[src/rtl/core/noise_level_tracker_macros.svh]
// Assertion macros for the noise level tracker.
// Included by the top level; no other dependencies.
`ifndef NOISE_LEVEL_TRACKER_MACROS_SVH
`define NOISE_LEVEL_TRACKER_MACROS_SVH

// same-cycle implication
`define NLT_ASSERT_NOW(label, clk, rst, ante, cons, msg) \
   label: assert property (@(posedge clk) disable iff (rst) (ante) |-> (cons)) \
      else $error(msg);

// next-cycle implication
`define NLT_ASSERT_NEXT(label, clk, rst, ante, cons, msg) \
   label: assert property (@(posedge clk) disable iff (rst) (ante) |=> (cons)) \
      else $error(msg);

`endif

[src/rtl/core/nlt_pkg.sv]
// Shared types and constants for the noise level tracker.
// No dependencies; imported by every module of the block.
`default_nettype none

package nlt_pkg;

   localparam int COUNT_BITS_DEFAULT = 24;

   localparam int MV_W       = 12;
   localparam int RAW_W      = 10;
   localparam int TIME_W     = 32;
   localparam int CYC_W      = 7;
   localparam int Q_W        = 12;
   localparam int STEP_W     = 4;
   localparam int CSR_IDX_W  = 3;
   localparam int CSR_DATA_W = 32;
   localparam int REQ_DATA_W = 48;
   localparam int RSP_DATA_W = 96;
   localparam int RECIP_W    = 34;
   localparam int PROD_W     = RAW_W + RECIP_W;

   // raw * 3300 / 1023 == (raw * RECIP) >> 32, exact for 10-bit raw
   localparam logic [RECIP_W-1:0] MV_SCALE_RECIP = 34'd13854736500;

   localparam logic [MV_W-1:0]   OUTLIER_RESET   = 12'd3300;
   localparam logic [MV_W-1:0]   INIT_LOW_RESET  = 12'd3300;
   localparam logic [TIME_W-1:0] LEGAL_RESET     = 32'd60000;
   localparam logic [TIME_W-1:0] DUTY_RESET      = 32'd1000;
   localparam logic [TIME_W-1:0] UPDATE_RESET    = 32'd1000;
   localparam logic [TIME_W-1:0] SECOND_MS       = 32'd1000;
   localparam logic [MV_W-1:0]   MIN_RESET       = 12'd1000;
   localparam logic [CYC_W-1:0]  CYCLE_START     = 7'd50;
   localparam logic [CYC_W-1:0]  CYCLE_TOP       = 7'd99;
   localparam int                WARMUP_SAMPLES  = 5;

   localparam logic [CSR_IDX_W-1:0] CSR_OUTLIER_THRESHOLD  = 3'd0;
   localparam logic [CSR_IDX_W-1:0] CSR_INITIAL_LOW_LEVEL  = 3'd1;
   localparam logic [CSR_IDX_W-1:0] CSR_LEGAL_PERIOD_MS    = 3'd2;
   localparam logic [CSR_IDX_W-1:0] CSR_DUTY_CYCLE_MS      = 3'd3;
   localparam logic [CSR_IDX_W-1:0] CSR_UPDATE_INTERVAL_MS = 3'd4;

   typedef enum logic [3:0] {
      ST_IDLE,
      ST_SCALE,
      ST_UPDATE,
      ST_LEGAL_CHECK,
      ST_LEGAL_WAIT,
      ST_DUTY_CHECK,
      ST_DUTY_WAIT,
      ST_FINISH,
      ST_OUTPUT
   } state_type;

   typedef struct packed {
      logic in_ready;
      logic scale;
      logic update;
      logic div_start;
      logic div_sel_legal;
      logic legal_close;
      logic finish;
      logic out_load;
   } cmd_type;

   typedef struct packed {
      logic legal_end;
      logic duty_divide;
      logic div_done;
      logic div_busy;
      logic out_busy;
   } status_type;

endpackage

`default_nettype wire

[src/rtl/core/noise_level_tracker.sv]
// Noise level tracker. Each request word carries a 10-bit converter reading, the
// millisecond time and a flag-clear request; each yields one response word with the
// reading in mV and the running statistics after it. The next word is accepted only
// after this one has passed scale, update and the result register, and a division
// when the legal window closes and one when the duty cycle ends; the next word waits
// longer while the previous response word is still waiting. Both divisions share one
// divider that forms a bit per cycle.
// The response register holds a finished word while the next request is taken.
// Configuration writes are taken at any time; apply them while no word is in flight.
// Depends on nlt_pkg, nlt_ctrl, nlt_datapath, nlt_divider and the macros header.
`default_nettype none

`include "noise_level_tracker_macros.svh"

module noise_level_tracker
   import nlt_pkg::*;
#(
   parameter int COUNT_BITS = COUNT_BITS_DEFAULT
) (
   input  wire logic                   clock,
   input  wire logic                   reset,
   input  wire logic                   req_tvalid,
   output logic                        req_tready,
   // [9:0] adc_raw, [41:10] now_ms, [42] reset_request, [47:43] zero
   input  wire logic [REQ_DATA_W-1:0]  req_tdata,
   output logic                        rsp_tvalid,
   input  wire logic                   rsp_tready,
   // [11:0] noise_mv, [23:12] average_mv, [35:24] peak_mv, [47:36] minimum_mv,
   // [59:48] legal_average_mv, [71:60] legal_maximum_mv, [83:72] low_level_mv,
   // [90:84] cycle_count, [91] data_ready, [92] cycle_complete, [95:93] zero
   output logic [RSP_DATA_W-1:0]       rsp_tdata,
   input  wire logic                   csr_wr_en,
   input  wire logic [CSR_IDX_W-1:0]   csr_index,
   input  wire logic [CSR_DATA_W-1:0]  csr_wdata
);

   cmd_type    cmd;
   status_type status;

   nlt_ctrl u_ctrl (
      .clock      (clock),
      .reset      (reset),
      .req_tvalid (req_tvalid),
      .status     (status),
      .cmd        (cmd)
   );

   nlt_datapath #(
      .COUNT_BITS (COUNT_BITS)
   ) u_datapath (
      .clock      (clock),
      .reset      (reset),
      .cmd        (cmd),
      .status     (status),
      .req_tvalid (req_tvalid),
      .req_tdata  (req_tdata),
      .rsp_tvalid (rsp_tvalid),
      .rsp_tready (rsp_tready),
      .rsp_tdata  (rsp_tdata),
      .csr_wr_en  (csr_wr_en),
      .csr_index  (csr_index),
      .csr_wdata  (csr_wdata)
   );

   assign req_tready = cmd.in_ready;

   `NLT_ASSERT_NEXT(a_one_in_flight, clock, reset, req_tvalid && req_tready, !req_tready,
                    "second word accepted while one is in flight")
   `NLT_ASSERT_NOW(a_div_start_idle, clock, reset, cmd.div_start, !status.div_busy,
                   "divider restarted while busy")
   `NLT_ASSERT_NOW(a_rsp_from_load, clock, reset, $rose(rsp_tvalid), $past(cmd.out_load),
                   "response raised without a load")
   `NLT_ASSERT_NOW(a_cycle_range, clock, reset, rsp_tvalid, rsp_tdata[90:84] <= 7'd100,
                   "cycle count out of range")

endmodule

`default_nettype wire

[src/rtl/core/nlt_divider.sv]
// Restoring divider, one quotient bit per cycle, 12-bit quotient.
// Depends on nlt_pkg; dividend must be below 4096 times the divisor.
`default_nettype none

module nlt_divider
   import nlt_pkg::*;
#(
   parameter int COUNT_BITS = COUNT_BITS_DEFAULT
) (
   input  wire logic                         clock,
   input  wire logic                         reset,
   input  wire logic                         start,
   input  wire logic [COUNT_BITS+MV_W-1:0]   dividend,
   input  wire logic [COUNT_BITS-1:0]        divisor,
   output logic                              busy,
   output logic                              done,
   output logic [Q_W-1:0]                    quotient
);

   logic [COUNT_BITS-1:0] rem_ff, rem_in;
   logic [COUNT_BITS-1:0] divisor_ff, divisor_in;
   logic [Q_W-1:0]        quo_ff, quo_in;
   logic [STEP_W-1:0]     step_ff, step_in;
   logic                  busy_ff, busy_in;
   logic                  done_ff, done_in;
   logic [COUNT_BITS:0]   shifted;
   logic [COUNT_BITS:0]   diff;
   logic                  fits;

   assign shifted = {rem_ff, quo_ff[Q_W-1]};
   assign diff    = shifted - {1'b0, divisor_ff};
   assign fits    = ~diff[COUNT_BITS];

   always_comb begin
      rem_in     = rem_ff;
      divisor_in = divisor_ff;
      quo_in     = quo_ff;
      step_in    = step_ff;
      busy_in    = busy_ff;
      done_in    = 1'b0;
      if (start) begin
         // upper bits are already below the divisor
         rem_in     = dividend[COUNT_BITS+MV_W-1:Q_W];
         quo_in     = dividend[Q_W-1:0];
         divisor_in = divisor;
         step_in    = STEP_W'(Q_W);
         busy_in    = 1'b1;
      end else if (busy_ff) begin
         rem_in  = fits ? diff[COUNT_BITS-1:0] : shifted[COUNT_BITS-1:0];
         quo_in  = {quo_ff[Q_W-2:0], fits};
         step_in = step_ff - STEP_W'(1);
         if (step_ff == STEP_W'(1)) begin
            busy_in = 1'b0;
            done_in = 1'b1;
         end
      end
   end

   always_ff @(posedge clock) begin
      if (reset) begin
         busy_ff <= 1'b0;
         done_ff <= 1'b0;
         step_ff <= '0;
      end else begin
         busy_ff <= busy_in;
         done_ff <= done_in;
         step_ff <= step_in;
      end
   end

   always_ff @(posedge clock) begin
      rem_ff     <= rem_in;
      divisor_ff <= divisor_in;
      quo_ff     <= quo_in;
   end

   assign busy     = busy_ff;
   assign done     = done_ff;
   assign quotient = quo_ff;

endmodule

`default_nettype wire

[src/rtl/core/nlt_ctrl.sv]
// Sequencer for the noise level tracker: walks one word through scale,
// update, the two divisions and the result register. Depends on nlt_pkg.
`default_nettype none

module nlt_ctrl
   import nlt_pkg::*;
(
   input  wire logic       clock,
   input  wire logic       reset,
   input  wire logic       req_tvalid,
   input  wire status_type status,
   output cmd_type         cmd
);

   state_type state_ff, state_in;

   always_ff @(posedge clock) begin
      if (reset) begin
         state_ff <= ST_IDLE;
      end else begin
         state_ff <= state_in;
      end
   end

   always_comb begin
      state_in = state_ff;
      cmd      = '0;
      case (state_ff)
         ST_IDLE: begin
            cmd.in_ready = 1'b1;
            if (req_tvalid) begin
               state_in = ST_SCALE;
            end
         end
         ST_SCALE: begin
            cmd.scale = 1'b1;
            state_in  = ST_UPDATE;
         end
         ST_UPDATE: begin
            cmd.update = 1'b1;
            state_in   = ST_LEGAL_CHECK;
         end
         ST_LEGAL_CHECK: begin
            if (status.legal_end) begin
               cmd.div_start     = 1'b1;
               cmd.div_sel_legal = 1'b1;
               state_in          = ST_LEGAL_WAIT;
            end else begin
               state_in = ST_DUTY_CHECK;
            end
         end
         ST_LEGAL_WAIT: begin
            if (status.div_done) begin
               cmd.legal_close = 1'b1;
               state_in        = ST_DUTY_CHECK;
            end
         end
         ST_DUTY_CHECK: begin
            if (status.duty_divide) begin
               cmd.div_start = 1'b1;
               state_in      = ST_DUTY_WAIT;
            end else begin
               state_in = ST_FINISH;
            end
         end
         ST_DUTY_WAIT: begin
            if (status.div_done) begin
               state_in = ST_FINISH;
            end
         end
         ST_FINISH: begin
            cmd.finish = 1'b1;
            state_in   = ST_OUTPUT;
         end
         ST_OUTPUT: begin
            if (!status.out_busy) begin
               cmd.out_load = 1'b1;
               state_in     = ST_IDLE;
            end
         end
         default: begin
            state_in = ST_IDLE;
         end
      endcase
   end

endmodule

`default_nettype wire

[src/rtl/core/nlt_datapath.sv]
// Datapath for the noise level tracker: config registers, statistics state,
// scaling multiplier, shared divider and result register. Depends on nlt_pkg.
`default_nettype none

module nlt_datapath
   import nlt_pkg::*;
#(
   parameter int COUNT_BITS = COUNT_BITS_DEFAULT
) (
   input  wire logic                   clock,
   input  wire logic                   reset,
   input  wire cmd_type                cmd,
   output status_type                  status,
   input  wire logic                   req_tvalid,
   input  wire logic [REQ_DATA_W-1:0]  req_tdata,
   output logic                        rsp_tvalid,
   input  wire logic                   rsp_tready,
   output logic [RSP_DATA_W-1:0]       rsp_tdata,
   input  wire logic                   csr_wr_en,
   input  wire logic [CSR_IDX_W-1:0]   csr_index,
   input  wire logic [CSR_DATA_W-1:0]  csr_wdata
);

   localparam int SUM_W = COUNT_BITS + MV_W;
   localparam logic [COUNT_BITS-1:0] COUNT_MAX = '1;

   // configuration
   logic [MV_W-1:0]   outlier_ff;
   logic [TIME_W-1:0] legal_period_ff, duty_ff, update_ff;

   // captured word
   logic [RAW_W-1:0]  raw_ff, raw_in;
   logic [TIME_W-1:0] now_ff, now_in;
   logic              rst_req_ff, rst_req_in;
   logic [MV_W-1:0]   noise_ff, noise_in;
   logic              second_fire_ff, second_fire_in;
   logic              legal_fire_ff, legal_fire_in;
   logic              duty_fire_ff, duty_fire_in;
   logic              update_fire_ff, update_fire_in;
   logic              legal_end_ff, legal_end_in;

   // statistics state
   logic [MV_W-1:0]       low_ff, low_in;
   logic [TIME_W-1:0]     second_mark_ff, second_mark_in;
   logic [TIME_W-1:0]     legal_mark_ff, legal_mark_in;
   logic [TIME_W-1:0]     cycle_mark_ff, cycle_mark_in;
   logic [TIME_W-1:0]     update_mark_ff, update_mark_in;
   logic [SUM_W-1:0]      second_sum_ff, second_sum_in;
   logic [COUNT_BITS-1:0] second_count_ff, second_count_in;
   logic [SUM_W-1:0]      legal_sum_ff, legal_sum_in;
   logic [COUNT_BITS-1:0] legal_count_ff, legal_count_in;
   logic [MV_W-1:0]       average_ff, average_in;
   logic [MV_W-1:0]       legal_avg_ff, legal_avg_in;
   logic [MV_W-1:0]       legal_max_ff, legal_max_in;
   logic [MV_W-1:0]       peak_ff, peak_in;
   logic [MV_W-1:0]       minimum_ff, minimum_in;
   logic [CYC_W-1:0]      cycle_ff, cycle_in;
   logic                  dir_up_ff, dir_up_in;
   logic                  done_flag_ff, done_flag_in;
   logic                  ready_flag_ff, ready_flag_in;

   // result register
   logic                  rsp_valid_ff, rsp_valid_in;
   logic [RSP_DATA_W-1:0] rsp_data_ff, rsp_data_in;

   logic [PROD_W-1:0]     scale_prod;
   logic [TIME_W-1:0]     second_age, legal_age, cycle_age, update_age;
   logic                  accepted;
   logic [COUNT_BITS-1:0] second_count_next;
   logic                  dir_next;
   logic                  done_next;

   logic [SUM_W-1:0]      div_dividend;
   logic [COUNT_BITS-1:0] div_divisor;
   logic                  div_busy, div_done;
   logic [Q_W-1:0]        div_q;

   assign div_dividend = cmd.div_sel_legal ? legal_sum_ff : second_sum_ff;
   assign div_divisor  = cmd.div_sel_legal ? legal_count_ff : second_count_ff;

   nlt_divider #(
      .COUNT_BITS (COUNT_BITS)
   ) u_divider (
      .clock    (clock),
      .reset    (reset),
      .start    (cmd.div_start),
      .dividend (div_dividend),
      .divisor  (div_divisor),
      .busy     (div_busy),
      .done     (div_done),
      .quotient (div_q)
   );

   always_ff @(posedge clock) begin
      if (reset) begin
         outlier_ff      <= OUTLIER_RESET;
         legal_period_ff <= LEGAL_RESET;
         duty_ff         <= DUTY_RESET;
         update_ff       <= UPDATE_RESET;
      end else if (csr_wr_en) begin
         case (csr_index)
            CSR_OUTLIER_THRESHOLD:  outlier_ff      <= csr_wdata[MV_W-1:0];
            // start values only matter at reset, which restores the default
            CSR_INITIAL_LOW_LEVEL:  ;
            CSR_LEGAL_PERIOD_MS:    legal_period_ff <= csr_wdata;
            CSR_DUTY_CYCLE_MS:      duty_ff         <= csr_wdata;
            CSR_UPDATE_INTERVAL_MS: update_ff       <= csr_wdata;
            default: ;
         endcase
      end
   end

   assign scale_prod = PROD_W'(raw_ff) * PROD_W'(MV_SCALE_RECIP);
   assign second_age = now_ff - second_mark_ff;
   assign legal_age  = now_ff - legal_mark_ff;
   assign cycle_age  = now_ff - cycle_mark_ff;
   assign update_age = now_ff - update_mark_ff;
   assign accepted   = (noise_ff <= outlier_ff);
   assign second_count_next = (second_fire_ff && second_count_ff != COUNT_MAX)
                            ? second_count_ff + COUNT_BITS'(1) : second_count_ff;

   always_comb begin
      raw_in          = raw_ff;
      now_in          = now_ff;
      rst_req_in      = rst_req_ff;
      noise_in        = noise_ff;
      second_fire_in  = second_fire_ff;
      legal_fire_in   = legal_fire_ff;
      duty_fire_in    = duty_fire_ff;
      update_fire_in  = update_fire_ff;
      legal_end_in    = legal_end_ff;
      low_in          = low_ff;
      second_mark_in  = second_mark_ff;
      legal_mark_in   = legal_mark_ff;
      cycle_mark_in   = cycle_mark_ff;
      update_mark_in  = update_mark_ff;
      second_sum_in   = second_sum_ff;
      second_count_in = second_count_ff;
      legal_sum_in    = legal_sum_ff;
      legal_count_in  = legal_count_ff;
      average_in      = average_ff;
      legal_avg_in    = legal_avg_ff;
      legal_max_in    = legal_max_ff;
      peak_in         = peak_ff;
      minimum_in      = minimum_ff;
      cycle_in        = cycle_ff;
      dir_up_in       = dir_up_ff;
      done_flag_in    = done_flag_ff;
      ready_flag_in   = ready_flag_ff;
      dir_next        = dir_up_ff;
      done_next       = done_flag_ff;

      if (cmd.in_ready && req_tvalid) begin
         raw_in     = req_tdata[RAW_W-1:0];
         now_in     = req_tdata[RAW_W+TIME_W-1:RAW_W];
         rst_req_in = req_tdata[RAW_W+TIME_W];
      end

      if (cmd.scale) begin
         noise_in       = scale_prod[PROD_W-1:PROD_W-MV_W];
         second_fire_in = (second_age > SECOND_MS);
         legal_fire_in  = (legal_age > legal_period_ff);
         duty_fire_in   = (cycle_age > duty_ff);
         update_fire_in = (update_age >= update_ff);
      end

      if (cmd.update) begin
         legal_end_in = accepted & legal_fire_ff;
         if (accepted) begin
            if (noise_ff < low_ff) begin
               low_in = noise_ff;
            end
            if (second_fire_ff) begin
               if (second_count_ff != COUNT_MAX) begin
                  second_sum_in   = second_sum_ff + SUM_W'(noise_ff);
                  second_count_in = second_count_next;
               end
               second_mark_in = now_ff;
            end
            if (legal_count_ff != COUNT_MAX) begin
               legal_sum_in   = legal_sum_ff + SUM_W'(noise_ff);
               legal_count_in = legal_count_ff + COUNT_BITS'(1);
            end
            if (legal_fire_ff) begin
               legal_mark_in = now_ff;
            end
            if (noise_ff > peak_ff) begin
               peak_in = noise_ff;
            end
            if (noise_ff < minimum_ff && second_count_next > COUNT_BITS'(WARMUP_SAMPLES)) begin
               minimum_in = noise_ff;
            end
         end
      end

      if (cmd.legal_close) begin
         if (legal_count_ff != '0) begin
            legal_avg_in = div_q;
            if (div_q > legal_max_ff) begin
               legal_max_in = div_q;
            end
         end
         legal_sum_in   = '0;
         legal_count_in = '0;
      end

      if (cmd.finish) begin
         if (rst_req_ff) begin
            done_next = 1'b0;
         end
         if (duty_fire_ff) begin
            cycle_mark_in = now_ff;
            if (second_count_ff != '0) begin
               average_in = div_q;
            end
            if (cycle_ff > CYCLE_TOP) begin
               dir_next = 1'b0;
            end else if (cycle_ff == '0) begin
               low_in   = minimum_ff;
               dir_next = 1'b1;
            end
            dir_up_in       = dir_next;
            cycle_in        = dir_next ? cycle_ff + CYC_W'(1) : cycle_ff - CYC_W'(1);
            second_sum_in   = '0;
            second_count_in = '0;
            done_next       = 1'b1;
         end
         if (update_fire_ff) begin
            update_mark_in = now_ff;
            ready_flag_in  = 1'b1;
            done_next      = 1'b0;
         end
         done_flag_in = done_next;
      end
   end

   always_comb begin
      rsp_valid_in = rsp_valid_ff;
      rsp_data_in  = rsp_data_ff;
      if (cmd.out_load) begin
         rsp_valid_in = 1'b1;
         rsp_data_in  = {3'b000, done_flag_ff, ready_flag_ff, cycle_ff, low_ff,
                         legal_max_ff, legal_avg_ff, minimum_ff, peak_ff,
                         average_ff, noise_ff};
      end else if (rsp_tready) begin
         rsp_valid_in = 1'b0;
      end
   end

   always_ff @(posedge clock) begin
      if (reset) begin
         legal_end_ff    <= 1'b0;
         low_ff          <= INIT_LOW_RESET;
         second_mark_ff  <= '0;
         legal_mark_ff   <= '0;
         cycle_mark_ff   <= '0;
         update_mark_ff  <= '0;
         second_sum_ff   <= '0;
         second_count_ff <= '0;
         legal_sum_ff    <= '0;
         legal_count_ff  <= '0;
         average_ff      <= INIT_LOW_RESET;
         legal_avg_ff    <= INIT_LOW_RESET;
         legal_max_ff    <= INIT_LOW_RESET;
         peak_ff         <= '0;
         minimum_ff      <= MIN_RESET;
         cycle_ff        <= CYCLE_START;
         dir_up_ff       <= 1'b1;
         done_flag_ff    <= 1'b0;
         ready_flag_ff   <= 1'b0;
         rsp_valid_ff    <= 1'b0;
      end else begin
         legal_end_ff    <= legal_end_in;
         low_ff          <= low_in;
         second_mark_ff  <= second_mark_in;
         legal_mark_ff   <= legal_mark_in;
         cycle_mark_ff   <= cycle_mark_in;
         update_mark_ff  <= update_mark_in;
         second_sum_ff   <= second_sum_in;
         second_count_ff <= second_count_in;
         legal_sum_ff    <= legal_sum_in;
         legal_count_ff  <= legal_count_in;
         average_ff      <= average_in;
         legal_avg_ff    <= legal_avg_in;
         legal_max_ff    <= legal_max_in;
         peak_ff         <= peak_in;
         minimum_ff      <= minimum_in;
         cycle_ff        <= cycle_in;
         dir_up_ff       <= dir_up_in;
         done_flag_ff    <= done_flag_in;
         ready_flag_ff   <= ready_flag_in;
         rsp_valid_ff    <= rsp_valid_in;
      end
   end

   always_ff @(posedge clock) begin
      raw_ff         <= raw_in;
      now_ff         <= now_in;
      rst_req_ff     <= rst_req_in;
      noise_ff       <= noise_in;
      second_fire_ff <= second_fire_in;
      legal_fire_ff  <= legal_fire_in;
      duty_fire_ff   <= duty_fire_in;
      update_fire_ff <= update_fire_in;
      rsp_data_ff    <= rsp_data_in;
   end

   assign status.legal_end   = legal_end_ff;
   assign status.duty_divide = duty_fire_ff & (second_count_ff != '0);
   assign status.div_done    = div_done;
   assign status.div_busy    = div_busy;
   assign status.out_busy    = rsp_valid_ff & ~rsp_tready;

   assign rsp_tvalid = rsp_valid_ff;
   assign rsp_tdata  = rsp_data_ff;

endmodule

`default_nettype wire
[config.mk]
export PLATFORM = sky130hd
export DESIGN_NAME = noise_level_tracker
export DESIGN_NICKNAME = d
export VERILOG_FILES = /design/src/rtl/core/nlt_pkg.sv /design/src/rtl/core/noise_level_tracker.sv /design/src/rtl/core/nlt_divider.sv /design/src/rtl/core/nlt_ctrl.sv /design/src/rtl/core/nlt_datapath.sv
export VERILOG_INCLUDE_DIRS = /design/src /design/src/rtl/core
export SDC_FILE = /design/constraint.sdc
export NUM_CORES = 2
export LEC_CHECK = 0
export BUFFER_PORTS_ARGS = -buffer_cell sky130_fd_sc_hd__buf_2
export CAP_MARGIN = 25
export CORE_MARGIN = 3
export CORE_UTILIZATION = 45
export CTS_CLUSTER_SIZE = 14
export DETAILED_ROUTE_END_ITERATION = 10
export PLACE_DENSITY = 0.57
export SLEW_MARGIN = 20
export SYNTH_ARGS = -nofsm -noshare
export SYNTH_HDL_FRONTEND = slang
export SYNTH_SLANG_ARGS = --single-unit
[constraint.sdc]
create_clock -name clock -period 10 [get_ports clock]
set_input_delay 1 -clock clock [delete_from_list [all_inputs] [get_ports clock]]
set_output_delay 1 -clock clock [all_outputs]
set_load 0.005 [all_outputs]
## Yosys cells after proc, flatten, opt, wreduce, memory -nomap -nowiden

Index checks and enable logic that the tools add are counted.
W data, S select, Z words.

| cells by class | value |
|---|---|
| add/subtract/negate cells | 12 |
| multiply operators | 1 |
| div/mod/pow operators | 0 |
| order comparisons | 11 |
| eq/ne operators | 18 |
| shift operators | 0 |
| muxes and demuxes | 62 |
| bitwise operators | 6 |
| reductions and logical operators | 30 |

Operator list:

| operator | count |
|---|---|
| $mux W24 | 11 |
| $mux W36 | 7 |
| $sub A32 B32 Y32 | 4 |
| $mux W12 | 9 |
| $add A36 B12 Y36 | 2 |
| $gt A32 B32 Y1 | 2 |
| $add A24 B1 Y24 const B | 2 |
| $ne A24 B24 Y1 const B | 2 |
| $reduce_bool A24 Y1 | 2 |
| $mul A10 B32 Y42 const B | 1 |
| $pmux W4 S9 | 1 |
| $ge A32 B32 Y1 | 1 |
| $gt A32 B10 Y1 const B | 1 |
| $mux W1 | 25 |
| $sub A25 B24 Y25 | 1 |
| $gt A12 B12 Y1 | 2 |
| $gt A24 B3 Y1 const B | 1 |
| $lt A12 B12 Y1 | 2 |
| $mux W4 | 6 |
| $reduce_and A3 Y1 | 7 |
| $eq A4 B3 Y1 const B | 4 |
| $reduce_and A2 Y1 | 8 |
| $le A12 B12 Y1 | 1 |
| $eq A4 B1 Y1 const B | 2 |
| 24 further kinds | 36 |

| storage, ports and cells | value |
|---|---|
| bits in registers | 662 |
| latch bits | 0 |
| RAM bits | 0 |
| ROM bits | 0 |
| input port bits | 88 |
| output and inout port bits | 98 |
| memories kept | 0 |

## Logic depth before layout (Yosys ltp)

| logic depth | value |
|---|---|
| depth after elaboration | 9 |
| mapped depth | 24 |
| gate-level depth less buffers | 24 |

## Hierarchy

Synthesis repeated with hierarchy kept, for this count alone.

| unflattened totals | value |
|---|---|
| cells, all modules | 4726 |
| area, all modules | 41632.4 um^2 |

By module, submodules not included:

| module | instances | cells each | area each (um^2) | sequential area each (um^2) |
|---|---|---|---|---|
| nlt_datapath | 1 | 4306 | 37234.5 | 13372.8 |
| nlt_divider | 1 | 378 | 4075.2 | 1921.8 |
| nlt_ctrl | 1 | 42 | 322.8 | 80.1 |

## Worst setup path after synthesis

No wires, ideal clock.

| path | value |
|---|---|
| kind | input port to flip-flop |
| start | input port rsp_tready |
| end | register u_datapath.rsp_data_ff[0] (netlist: u_datapath.rsp_tdata[0]) (enable) |
| arrival time | 5251 ps |
| data required time | 9444 ps |
| slack | 4194 ps |
| stages on the path | 2 |
| path buffers | 0 |
| path through | nand2b_1 nor2b_1 |

| on the way | value |
|---|---|
| word-level cells in the longest chain between the ends | 4 |

Ends and longest elaborated chain:

| what | line | source |
|---|---|---|
| from (decl) | noise_level_tracker.sv:27 | `input wire logic rsp_tready,` |
| $not A1 Y1 | nlt_datapath.sv:312 | `assign status.out_busy = rsp_valid_ff & ~rsp_tready;` |
| $and A1 B1 Y1 | nlt_datapath.sv:312 |  |
| $mux W1 | nlt_ctrl.sv:76 | `if (!status.out_busy) begin` |
| $mux W1 | nlt_ctrl.sv:28 | `case (state_ff)` |
| to (signal assigned) | nlt_datapath.sv:305 | `rsp_data_ff <= rsp_data_in;` |
| to (decl) | nlt_datapath.sv:64 | `logic [RSP_DATA_W-1:0] rsp_data_ff, rsp_data_in;` |

No other way between the ends.
A chain may end at the register's enable or synchronous reset.

## Final worst setup path

| path | value |
|---|---|
| start | register u_datapath.raw_ff[4] |
| end | register u_datapath.noise_ff[9], data pin |

| on the way | value |
|---|---|
| word-level cells in the longest chain between the ends | 1 |

Ends and longest elaborated chain:

| what | line | source |
|---|---|---|
| from (decl) | nlt_datapath.sv:32 | `logic [RAW_W-1:0] raw_ff, raw_in;` |
| from (signal assigned) | nlt_datapath.sv:297 | `raw_ff <= raw_in;` |
| $mul A10 B32 Y42 | nlt_datapath.sv:113 | `assign scale_prod = PROD_W'(raw_ff) * PROD_W'(MV_SCALE_RECIP);` |
| named net u_datapath.scale_prod[41] | nlt_datapath.sv:66 | `logic [PROD_W-1:0] scale_prod;` |
| to (signal assigned) | nlt_datapath.sv:300 | `noise_ff <= noise_in;` |
| to (decl) | nlt_datapath.sv:35 | `logic [MV_W-1:0] noise_ff, noise_in;` |

The timed path passes the listed nets, and every way through them passes these cells.

==> flow_summary.ini <==
[run_status]
status = finished clean

[sta]
finClkSkew_ns = 0.0270
hold_violations = 0
final_max_slew_viol_count = 0
finalCriticalPeriod_ns = 6.39
holdWs_ns = 0.433
setup_viol = 0
clock.fmax_mhz = 157
tightest_slew_ns = 1.01
slew-limit-headroom_pct = 32.8
rsz0062_at_grt = false
fin_ws_ns = 3.61
fin_setup_tns_ns = 0
period_share_pct = 63.9

[cells_and_area]
top_regs = u_datapath.rsp_tdata (93), u_datapath.legal_sum_ff (36), u_datapath.second_sum_ff (36)
top_register = u_datapath.rsp_tdata
nets = 5450
drive_above_1_share_pct = 8.55
largest_reg_flops = 93
fin_util_pct = 50.8
areaGrowthSynthToFinish_pct = 11.1
nFillCells = 8645

[drt]
antenna_left = 0
drt_first_pass_iters = 5
avgViaCountPerCell = 5.46
drc = 0
routedWlPerCell_um = 18.6
vias = 33300
totalWireLength_mm = 114
drtIter0Drc = 2148

[setup_path]
start_kind = flop
cp_data_arrival_time_ns = 6.79
crit_family = adder cells
reg2reg_slack_ns = 3.61
worstPathRequired_ns = 10.41
slowest_stage = fa_1
cp_max_fo = 5
cp_slowest_stage_delay_ns = 0.61
path_depth = 21
cp_cell_sequence = inv_1 -> fa_1 -> inv_1 -> ha_1 -> or2_2 -> fa_1 -> fa_1 -> inv_1 -> fa_1 -> inv_1 -> ha_1 -> and3_1 -> nand3_1 -> nor3_1 -> o311a_1 -> o31a_1 -> o41ai_1 -> o22ai_1 -> or3_1 -> a31oi_1 -> xnor2_1
ff2ff_path_depth = 21
path_class = reg -> reg
critPathBufInv = 4
end_kind = flop

[logic_synthesis]
synth_area_leaders = dfxtp_1 22%, edfxtp_1 15%, ha_1 13%, nand2_1 6.2%, a21oi_1 5.5%
netlist_instances = 4734
synth-seq-cells = 662
synth_edf_count = 212
ys.warnings.count = 0
netlist_area_um2 = 41400
synth_top_cell_area_share_pct = 21.7
seq_area_frac_synth_pct = 37.1
ys_types = 92
async_flop_share_pct = 0
synth_top_flop_cell = dfxtp_1
yosys.area.top_type = dfxtp_1
synth_area_per_cell_um2 = 8.75

[clocking]
post_cts_resized = 0
clock_latency_ns = 0.67
cts_tree = yes
cts_hold_buf = 0
cts_sinks = 662
cts_setup_buffers = 0
cts_buffers = 80
htree_levels = 3
clkSlewWorstSetupHoldPaths_ns = 0.07
clock-root-buffer = clkbuf_16
cts_buffer_depth = 3

[floorplan]
initial_utilization_pct = 45.7
io_pins = 186
dieHeight_um = 309
rows = 110
die_area_um2 = 95800
core_area_um2 = 90700
die_w_um = 309

[placement]
pre_cts_slack_ns = 3.63
gp_congestion = 0.888
port_buffers = 177
hpwlAfterDp_mm = 83.0

[min_path]
hold_path_depth = 0
min_path_type = reg -> reg

[global_routing]
grt_pass1_wl_mm = 177
grt_max_degree = 82
grt_overflow = 0
grt_pass1_vias = 31600
antenna_found_initial = 2
grt_usage_pct = 23.4

[power_and_ir_drop]
power_density_nw_per_um2 = 248
power.leakage_uw = 0.0192
vdd_drop_max_mv = 0.244

[job]
max-cap-violations = 0
==> path summary, 6_finish.rpt <==
path                                    start                       end
setup reg to reg         u_datapath.raw_ff[4]    u_datapath.noise_ff[9]
hold / removal    u_datapath.legal_avg_ff[10]  u_datapath.rsp_tdata[58]
setup / recovery         u_datapath.raw_ff[4]    u_datapath.noise_ff[9]
hold reg to reg   u_datapath.legal_avg_ff[10]  u_datapath.rsp_tdata[58]
==> worst register-to-register path, cell delays in order (launching register included) <==
cell	delay, ns
edfxtp_1	0.52
inv_1	0.11
fa_1	0.54
inv_1	0.06
ha_1	0.17
or2_2	0.28
fa_1	0.48
fa_1	0.61
inv_1	0.08
fa_1	0.50
inv_1	0.04
ha_1	0.29
and3_1	0.19
nand3_1	0.16
nor3_1	0.08
o311a_1	0.18
o31a_1	0.38
o41ai_1	0.55
o22ai_1	0.26
or3_1	0.35
a31oi_1	0.20
xnor2_1	0.08
==> area by class of cell <==
class	count	area, um2	share of cell area, %
repair buffers	220	1250	2.72
multi-input cells	3406	23500	50.9
well taps	1176	1470	3.20
inverters	485	1820	3.95
flip-flops and latches	662	15400	33.4
diodes	2	5.00	0.0109
clock inverters	48	465	1.01
clock buffers	101	2200	4.79
==> synthesized netlist by cell type, types with 22 or more instances <==
master    instances
or3_1            38
dfxtp_1         450
nor2_1          267
nand3_1         103
nand4_1          71
a211oi_1         40
a21o_1          121
clkbuf_1        146
o211ai_1         46
inv_1           484
ha_1            447
nand2_1         679
and3_1           41
nor3_1           63
nor4_1           22
o21ai_0         160
xnor2_1         130
and2_1           24
xor2_1          112
nor2b_1          58
edfxtp_1        212
fa_1             60
mux2i_1          89
nand2b_1         57
o21a_1           32
a21oi_1         458
a31oi_1          32
==> cells in the final DEF (no fill, tap or decap), drive strengths merged, types with 22 or more instances in the layout <==
master,count
buf,218
a21o,122
clkinv,33
nand2b,57
o21a,32
nor2,267
nand4,71
inv,490
a21oi,458
a211oi,40
xor2,112
and3,42
nor4,22
o211ai,47
nand3,104
xnor2,130
nor3,63
or3,39
ha,447
clkbuf,102
fa,60
edfxtp,212
a31oi,32
nand2,679
mux2i,89
dfxtp,450
and2,24
nor2b,58
o21ai,163
==> cell families (layout without fill, tap and decap cells) <==
group	Yosys count	after routing	share of synthesized area, %
simple gates	1489	1489	16.5
compound gates	1055	1055	15.6
buf+inv	668	854	6.50
flops	662	662	37.1
fa+ha+maj	507	507	16.4
xor+xnor	242	242	5.12
mux	110	110	2.72
other cells	1	5	0.00905
==> layer usage <==
metal	vias up	wire length [um]	track usage [%]
met5	-	0	0
met4	0	2960	6.49
met3	164	4920	2.98
met2	707	51900	38.7
met1	15800	53900	32.4
li1	16700	-	-
==> report_power, final <==
group	internal (uW)	switching, uW	total [uW]	leakage [uW]
clock	1710	1250	2960	0.00131
sequential	3070	345	3410	0.00560
combinational	2200	2860	5060	0.0123
total	6980	4450	11400	0.0192
==> metrics by stage <==
stage	total power, uW	cells	area (um2)
after floorplan	7140	4736	41400
after global placement	8470	5941	43300
after detailed placement	8510	5943	43300
after CTS	11500	6092	46000
after global routing	12400	6098	46000
final	11400	6100	46000
Note: power is estimated with default switching activity, not from simulation.
